--- config.mk ---
export PLATFORM = sky130hd
export DESIGN_NAME = iisq_position
export DESIGN_NICKNAME = d
export VERILOG_FILES = /design/src/iisq_pkg.sv /design/src/iisq_position.sv
export SDC_FILE = /design/constraint.sdc
export NUM_CORES = 1
export LEC_CHECK = 0
export BUFFER_PORTS_ARGS = -buffer_cell sky130_fd_sc_hd__buf_4
export CAP_MARGIN = 10
export CORE_MARGIN = 2
export CORE_UTILIZATION = 58
export DETAILED_ROUTE_END_ITERATION = 7
export GPL_TIMING_DRIVEN = 0
export HOLD_SLACK_MARGIN = 0.02
export PLACE_DENSITY = 0.84
export SYNTH_ARGS = -nofsm -noshare
export SYNTH_HDL_FRONTEND = slang
export SYNTH_SLANG_ARGS = --single-unit
--- constraint.sdc ---
create_clock -name clock -period 3.4 [get_ports clock]
set_input_delay 0.17 -clock clock [delete_from_list [all_inputs] [get_ports clock]]
set_output_delay 0.17 -clock clock [all_outputs]
set_load 0.01 [all_outputs]
--- src/iisq_pkg.sv ---
package iisq_pkg;

   // stream payload widths
   localparam int PIXEL_W    = 8;
   localparam int PIX_SQ_W   = 2 * PIXEL_W;
   localparam int PIXEL_MAX  = 255;
   localparam int PIX_SQ_MAX = 65025;
   localparam int SUM_OUT_W  = 28;
   localparam int SQ_OUT_W   = 36;

   // saturation limits of the result fields
   localparam logic [63:0] SUM_FIELD_MAX = 64'h0000_0000_0FFF_FFFF;
   localparam logic [63:0] SQ_FIELD_MAX  = 64'h0000_000F_FFFF_FFFF;

   // register file
   localparam int CFG_W     = 11;
   localparam int CSR_IDX_W = 4;
   localparam logic [CSR_IDX_W-1:0] REG_FRAME_WIDTH  = 4'd0;
   localparam logic [CSR_IDX_W-1:0] REG_FRAME_HEIGHT = 4'd1;
   localparam logic [CFG_W-1:0]     CFG_SIZE_RESET   = 11'd1024;

   // position of the word being accepted
   typedef struct packed {
      logic first_row;
      logic end_row;
      logic frame_last;
   } pos_flags_type;

endpackage

--- src/iisq_position.sv ---
module iisq_position #(
   parameter int MAX_WIDTH  = 1024,
   parameter int MAX_HEIGHT = 1024
) (
   input  logic                             clock,
   input  logic                             reset,
   input  logic                             csr_valid,
   input  logic [iisq_pkg::CSR_IDX_W-1:0]   csr_index,
   input  logic [iisq_pkg::CFG_W-1:0]       csr_data,
   input  logic                             accept,
   output logic [$clog2(MAX_WIDTH)-1:0]     col,
   output iisq_pkg::pos_flags_type          flags
);

   localparam int COL_W = $clog2(MAX_WIDTH);
   localparam int ROW_W = $clog2(MAX_HEIGHT);
   localparam int LW = (iisq_pkg::CFG_W > $clog2(MAX_WIDTH + 1)) ?
                       iisq_pkg::CFG_W : $clog2(MAX_WIDTH + 1);
   localparam int LH = (iisq_pkg::CFG_W > $clog2(MAX_HEIGHT + 1)) ?
                       iisq_pkg::CFG_W : $clog2(MAX_HEIGHT + 1);

   logic [iisq_pkg::CFG_W-1:0] width_ff, width_in;
   logic [iisq_pkg::CFG_W-1:0] height_ff, height_in;
   logic [COL_W-1:0]           col_ff, col_in;
   logic [ROW_W-1:0]           row_ff, row_in;

   logic [LW-1:0] w_cfg, w_lim, col_next;
   logic [LH-1:0] h_cfg, h_lim, row_next;
   logic          end_row, last_row;

   always_comb begin
      width_in  = width_ff;
      height_in = height_ff;
      if (csr_valid) begin
         unique case (csr_index)
            iisq_pkg::REG_FRAME_WIDTH:  width_in  = csr_data;
            iisq_pkg::REG_FRAME_HEIGHT: height_in = csr_data;
            default: ;
         endcase
      end
   end

   // a size of zero acts as one, an oversize acts as the maximum
   always_comb begin
      w_cfg = LW'(width_ff);
      h_cfg = LH'(height_ff);
      priority if (w_cfg == '0)              w_lim = LW'(1);
      else if (w_cfg > LW'(MAX_WIDTH))       w_lim = LW'(MAX_WIDTH);
      else                                   w_lim = w_cfg;
      priority if (h_cfg == '0)              h_lim = LH'(1);
      else if (h_cfg > LH'(MAX_HEIGHT))      h_lim = LH'(MAX_HEIGHT);
      else                                   h_lim = h_cfg;
      col_next = LW'(col_ff) + LW'(1);
      row_next = LH'(row_ff) + LH'(1);
      end_row  = col_next >= w_lim;
      last_row = row_next >= h_lim;
   end

   always_comb begin
      col_in = col_ff;
      row_in = row_ff;
      if (accept) begin
         if (end_row) begin
            col_in = '0;
            row_in = last_row ? '0 : row_next[ROW_W-1:0];
         end else begin
            col_in = col_next[COL_W-1:0];
         end
      end
   end

   always_ff @(posedge clock) begin
      if (reset) begin
         width_ff  <= iisq_pkg::CFG_SIZE_RESET;
         height_ff <= iisq_pkg::CFG_SIZE_RESET;
         col_ff    <= '0;
         row_ff    <= '0;
      end else begin
         width_ff  <= width_in;
         height_ff <= height_in;
         col_ff    <= col_in;
         row_ff    <= row_in;
      end
   end

   assign col              = col_ff;
   assign flags.first_row  = (row_ff == '0);
   assign flags.end_row    = end_row;
   assign flags.frame_last = end_row && last_row;

endmodule

==> run_results.csv, run 1 <==
group,metric,value,unit
hold_path,hp-start,"csr_data[10]",
clock_network,cts_buffer_depth,2,
route,drc,0,
setup_path,r2r_end,"row_ff[5]",
run,maxCapViolCount,0,
route,wl_per_cell,14.8,um
clock_network,cts-root-buf,"clkbuf_8",
logic_synthesis,ys_warn_count,0,
setup_path,endpoint_kind,"primary output",
layout,area_delta_synth_final,15.9,%
setup_path,reg2reg_from,"col[2]",
logic_synthesis,synth_seq_cells,42,
floorplan,placement_rows,24,
logic_synthesis,synth_seq_area_share,0.329,
route,drtPass1Iterations,4,
grt,grt_usage,0.253,
place,hpwl,4.51,mm
setup_path,crit_start,"col[0]",
setup_path,cp.required,3230,ps
timing,fin_tns_setup,0,ps
grt,antenna_found_initial,0,
route,num_vias,2301,
clock_network,cts_hold_buf,0,
timing,hold_viol_final,0,
layout,finalNetCount,389,
place,numPortBuffers,31,
clock_network,cts_tree,"built",
timing,clock-skew-final,13.0,ps
hold_path,holdPathStages,3,
clock_network,insertion_delay,310,ps
hold_path,hp-class,"primary input to flip-flop",
logic_synthesis,syn_area,2560,um2
timing,rsz0062_at_grt,"false",
floorplan,core,4290,um2
layout,fillers,352,
floorplan,ios,32,
setup_path,worst_ep_arrival_time,3000,ps
grt,grt_start_max_net_pins,17,
pwr,powerDensity,317,nW/um2
route,via_per_inst,5.78,
setup_path,critPathKind,"flip-flop to primary output",
timing,min_period,3170,ps
pwr,ir_drop,266,uV
route,wl,5.89,mm
logic_synthesis,syn_nets,350,
logic_synthesis,avgSynthCellArea,8.35,um2
timing,finalCritPeriodShare,0.934,
timing,finalSetupViolations,0,
place,gp_congestion,0.832,
setup_path,r2r_slack,380,ps
floorplan,die-area,4950,um2
grt,grt_pass1_wl,9.87,mm
pwr,total_power,0.000938,W
hold_path,holdPathEnd,"h_cfg[10]",
layout,drive_above_1_share,0.142,
route,ant_nets,0,
setup_path,rr_worst_depth,11,
status,outcome,"finished, final reports clean",
layout,n_antenna_cell,0,
pwr,p_leak,1.28,nW
clock_network,h-tree-depth,2,
setup_path,worst-path-max-fanout,10,
timing,relSlewSlack,0.502,
logic_synthesis,synthCells,306,
clock_network,cts_buffers,5,
timing,slew_violations,0,
floorplan,start_util,0.595,
route,dr.first_iter.drc_count,136,
grt,gr-total-overflow,0,
clock_network,clk_pin_slew,90,ps
timing,worstMarginPinSlew,747,ps
floorplan,die_w,70.4,um
floorplan,die_height,70.4,um
timing,max_freq,315,MHz
grt,grt_pass1_vias,2182,
clock_network,clkSinkCount,42,
logic_synthesis,synth_cell_type_count,37,
setup_path,startpoint_type,"flip-flop",
[layout by cell type, fill, tap and decap left out, types with 2 or more instances in the layout]
cell type,netlist,routed
xnor2_1,7,7
clkbuf_8,0,5
nand2b_1,2,2
nor2_1,30,30
nor4_1,7,7
buf_1,2,2
mux2i_1,22,22
nand3_1,25,25
a32o_1,5,5
ha_1,25,25
o21ai_0,13,13
inv_1,9,9
and2_1,2,2
and3_1,5,5
dfxtp_1,42,42
a31oi_1,2,2
clkbuf_1,8,8
a21oi_1,22,22
buf_6,2,2
nor3b_1,2,2
buf_4,1,33
nand4_1,3,3
nand2_1,39,39
inv_6,0,3
nor3_1,9,8
xor2_1,9,9
[routing by layer]
layer	vias to the layer above	global-route usage	share of wire
met5	-	0	0
met4	0	0.0833	0.016
met3	10	0.0505	0.040
met2	49	0.442	0.50
met1	1076	0.309	0.44
li1	1166	-	-
[synth_stat cells (all sizes together)]
| cell type | n | area (um2) |
|---|---|---|
| a32o | 5 | 50.1 |
| and2 | 2 | 12.5 |
| nor3 | 9 | 45.0 |
| ha | 25 | 313 |
| inv | 9 | 33.8 |
| nand2b | 3 | 26.3 |
| nor3b | 2 | 15.0 |
| nand4 | 3 | 18.8 |
| clkbuf | 8 | 30.0 |
| nand2 | 39 | 146 |
| o21a | 1 | 7.51 |
| a2111oi | 1 | 27.5 |
| a211oi | 1 | 7.51 |
| dfxtp | 42 | 841 |
| xnor2 | 7 | 61.3 |
| buf | 6 | 42.5 |
| and4 | 1 | 8.76 |
| and3 | 5 | 31.3 |
| clkinv | 1 | 3.75 |
| a31oi | 2 | 12.5 |
| nor2b | 1 | 6.26 |
| nand3 | 25 | 125 |
| o211ai | 1 | 7.51 |
| o41a | 1 | 11.3 |
| nand3b | 1 | 7.51 |
| nor2 | 30 | 113 |
| xor2 | 9 | 78.8 |
| mux2i | 22 | 220 |
| a21oi | 22 | 110 |
| o21ai | 13 | 65.1 |
| nor4 | 9 | 77.6 |
[power by group]
group / internal, W / leakage, nW / switching [W] / total (W)
registers: 0.000497 / 0.339 / 0.00000552 / 0.000503
clock network: 0.000153 / 0.0495 / 0.000202 / 0.000354
logic: 0.0000388 / 0.888 / 0.0000420 / 0.0000808
[layout make-up]
type | count | area, um2 | share of cell area
repair buffers | 32 | 240 | 0.0811
plain buffers | 14 | 72.6 | 0.0245
well taps | 52 | 65.1 | 0.0220
clock buffers | 5 | 68.8 | 0.0232
multi-input cells | 240 | 1610 | 0.544
inverters | 10 | 37.5 | 0.0127
flip-flops and latches | 42 | 841 | 0.284
clock inverters | 3 | 26.3 | 0.00887
[repair_timing]
action,in CTS,in global routing
resized for setup,0,1
setup buffers,1,0
pin swaps,1,0
endpoints found under the setup margin,1,5
[critical path, cell delays in order (launching register included)]
cell	delay [ps]
dfxtp_1	420
ha_1	240
nand4_1	180
nor2_1	160
xor2_1	250
ha_1	290
a211oi_1	240
nor2_1	110
nor4_4	330
buf_6	190
inv_1	40
buf_4	120
buf_4	130
[logic make-up after synthesis]
group / count (synthesis) / synth area share
simple gates: 130 / 0.248
compound gates: 47 / 0.117
flops: 42 / 0.329
fa+ha+maj: 25 / 0.122
buf+inv: 24 / 0.0431
mux: 22 / 0.0861
xor+xnor: 16 / 0.0548
[worst max path at each step]
stage,endpoint
floorplan,row_ff[8]
global placement,row_ff[5]
detailed placement,row_ff[5]
CTS,row_ff[5]
global route,flags[1]
finish,flags[1]
[registers in the layout (all words and copies together), names as in the netlist]
signal	count
col	10
h_cfg	11
row_ff	10
w_cfg	11
[through the flow]
stage / worst slack (ps) / hold slack (ps) / area, um2 / util / cells
global route: 4.88 / 87.1 / 2960 / 0.690 / 398
floorplan: 759 / 295 / 2560 / - / 306
finish: 226 / 90.5 / 2960 / 0.690 / 398
CTS: 149 / 88.2 / 2960 / 0.689 / 398
detailed placement: 280 / 407 / 2850 / 0.665 / 389
global placement: 372 / 400 / 2850 / 0.665 / 389
Power figures use the tool's default switching activity.
==> inputs of run 2 (changes only) <==
- CORE_UTILIZATION: 58 -> 31
- PLACE_DENSITY: 0.84 -> 0.52
==> run_results.csv, run 2 (synthesis gave the netlist of run 1 again) <==
group,metric,value,unit
route,drc,0,
setup_path,worst_ep_arrival_time,2920,ps
route,dr.first_iter.drc_count,88,
timing,finalSetupViolations,0,
grt,grt_pass1_wl,10.5,mm
route,wl,6.03,mm
layout,layout_common_cells,"41 x dfxtp_1, 39 x nand2_1, 33 x buf_4, 29 x nor2_1",
floorplan,die_height,94.8,um
timing,clock-skew-final,6.63,ps
grt,antenna_found_initial,0,
grt,grt_usage,0.150,
setup_path,critPathKind,"flip-flop to primary output",
place,placed_cells,442,
timing,hold_viol_final,0,
route,drtPass1Iterations,4,
floorplan,placement_rows,33,
clock_network,h-tree-depth,2,
floorplan,start_util,0.316,
floorplan,die_w,94.8,um
timing,fin_tns_setup,0,ps
layout,area_delta_synth_final,18.6,%
timing,rsz0062_at_grt,"false",
timing,min_period,3090,ps
route,ant_nets,0,
run,maxCapViolCount,0,
layout,finalNetCount,389,
floorplan,ios,32,
pwr,ir_drop,138,uV
setup_path,endpoint_kind,"primary output",
place,hpwl,4.70,mm
place,gp_congestion,0.898,
layout,fillers,862,
setup_path,startpoint_type,"flip-flop",
grt,grt_start_max_net_pins,16,
layout,n_antenna_cell,0,
clock_network,cts_buffer_depth,2,
route,wl_per_cell,13.4,um
grt,gr-total-overflow,0,
setup_path,cp.required,3230,ps
hold_path,hp-class,"primary input to flip-flop",
timing,max_freq,323,MHz
layout,drive_above_1_share,0.153,
grt,grt_pass1_vias,2154,
pwr,p_leak,1.27,nW
timing,worstMarginPinSlew,748,ps
place,numPortBuffers,31,
clock_network,cts_buffers,5,
floorplan,core,8090,um2
clock_network,insertion_delay,310,ps
timing,slew_violations,0,
route,num_vias,2229,
timing,finalCritPeriodShare,0.910,
floorplan,die-area,8990,um2
clock_network,clk_pin_slew,90,ps
pwr,powerDensity,309,nW/um2
status,outcome,"finished, final reports clean",
layout,final_cells,451,
clock_network,cts-root-buf,"clkbuf_8",
timing,relSlewSlack,0.501,
clock_network,clkSinkCount,42,
route,via_per_inst,4.94,
setup_path,worst-path-max-fanout,10,
layout,layout_commonest_cell,"dfxtp_1",
clock_network,cts_tree,"built",
==> run 2: cell types whose count changed in the layout (fill, tap and decap cells not counted), sizes merged <==
cell / change
clkinv: +1
clkinvlp: +1
inv: -2
==> run 2: where the power goes <==
group | internal, W | switching, W
Sequential | 0.000497 | 0.00000566
Clock | 0.000149 | 0.000205
Combinational | 0.0000388 | 0.0000423
==> run 2: layout make-up <==
cell class              count  area (um2)  area share
clock buffers               5        68.8      0.0227
clock inverters             3        25.0     0.00825
multi-input cells         240        1620       0.533
plain buffers              14        72.6      0.0239
flip-flops and latches     42         842       0.278
repair buffers             32         240      0.0792
well taps                 105         131      0.0433
inverters                  10        37.5      0.0124
==> run 2: path summary, 6_finish.rpt <==
check,from,slack [ps],to,cells past startpoint
worst max-delay path,col[1],310,flags[1],12
worst min-delay path,csr_data[10],90,h_cfg[10],3
worst max register to register,col[2],430,row_ff[5],11
worst min register to register,col[1],510,col[1],2
==> run 2: critical path, stage by stage, from the launching register on <==
cell and delay, ps:
dfxtp_1 380, ha_1 220, nand4_1 180, nor2_1 170, xor2_1 230, ha_1 280
a211oi_1 230, nor2_1 110, nor4_4 330, buf_6 180, inv_1 40, buf_4 120
buf_4 130
==> run 2: stage by stage <==
stage / util / area [um2] / power [W] / setup WS, ps / hold WS, ps
after CTS: 0.373 / 3020 / 0.000956 / 192 / 81.6
after global placement: 0.361 / 2920 / 0.000595 / 258 / 413
after global routing: 0.375 / 3030 / 0.000983 / 10.6 / 95.1
after detailed placement: 0.361 / 2920 / 0.000595 / 288 / 415
final: 0.375 / 3030 / 0.000938 / 305 / 88.9
after floorplan: - / 2560 / 0.000559 / 759 / 295
==> run 2: metal layers <==
metal | up-vias | global-route usage | share of wire
li1 | 1160 | - | -
met2 | 36 | 0.230 | 0.44
met5 | - | 0 | 0
met4 | 0 | 0.0543 | 0.018
met1 | 1023 | 0.210 | 0.51
met3 | 10 | 0.0263 | 0.033
==> run 2: repair_timing <==
item | in CTS | in global routing
pin swaps | 1 | 0
resized for setup | 0 | 5
buffers inserted | 1 | 0
setup endpoints to repair | 1 | 7
hold buffers | 0 | 0
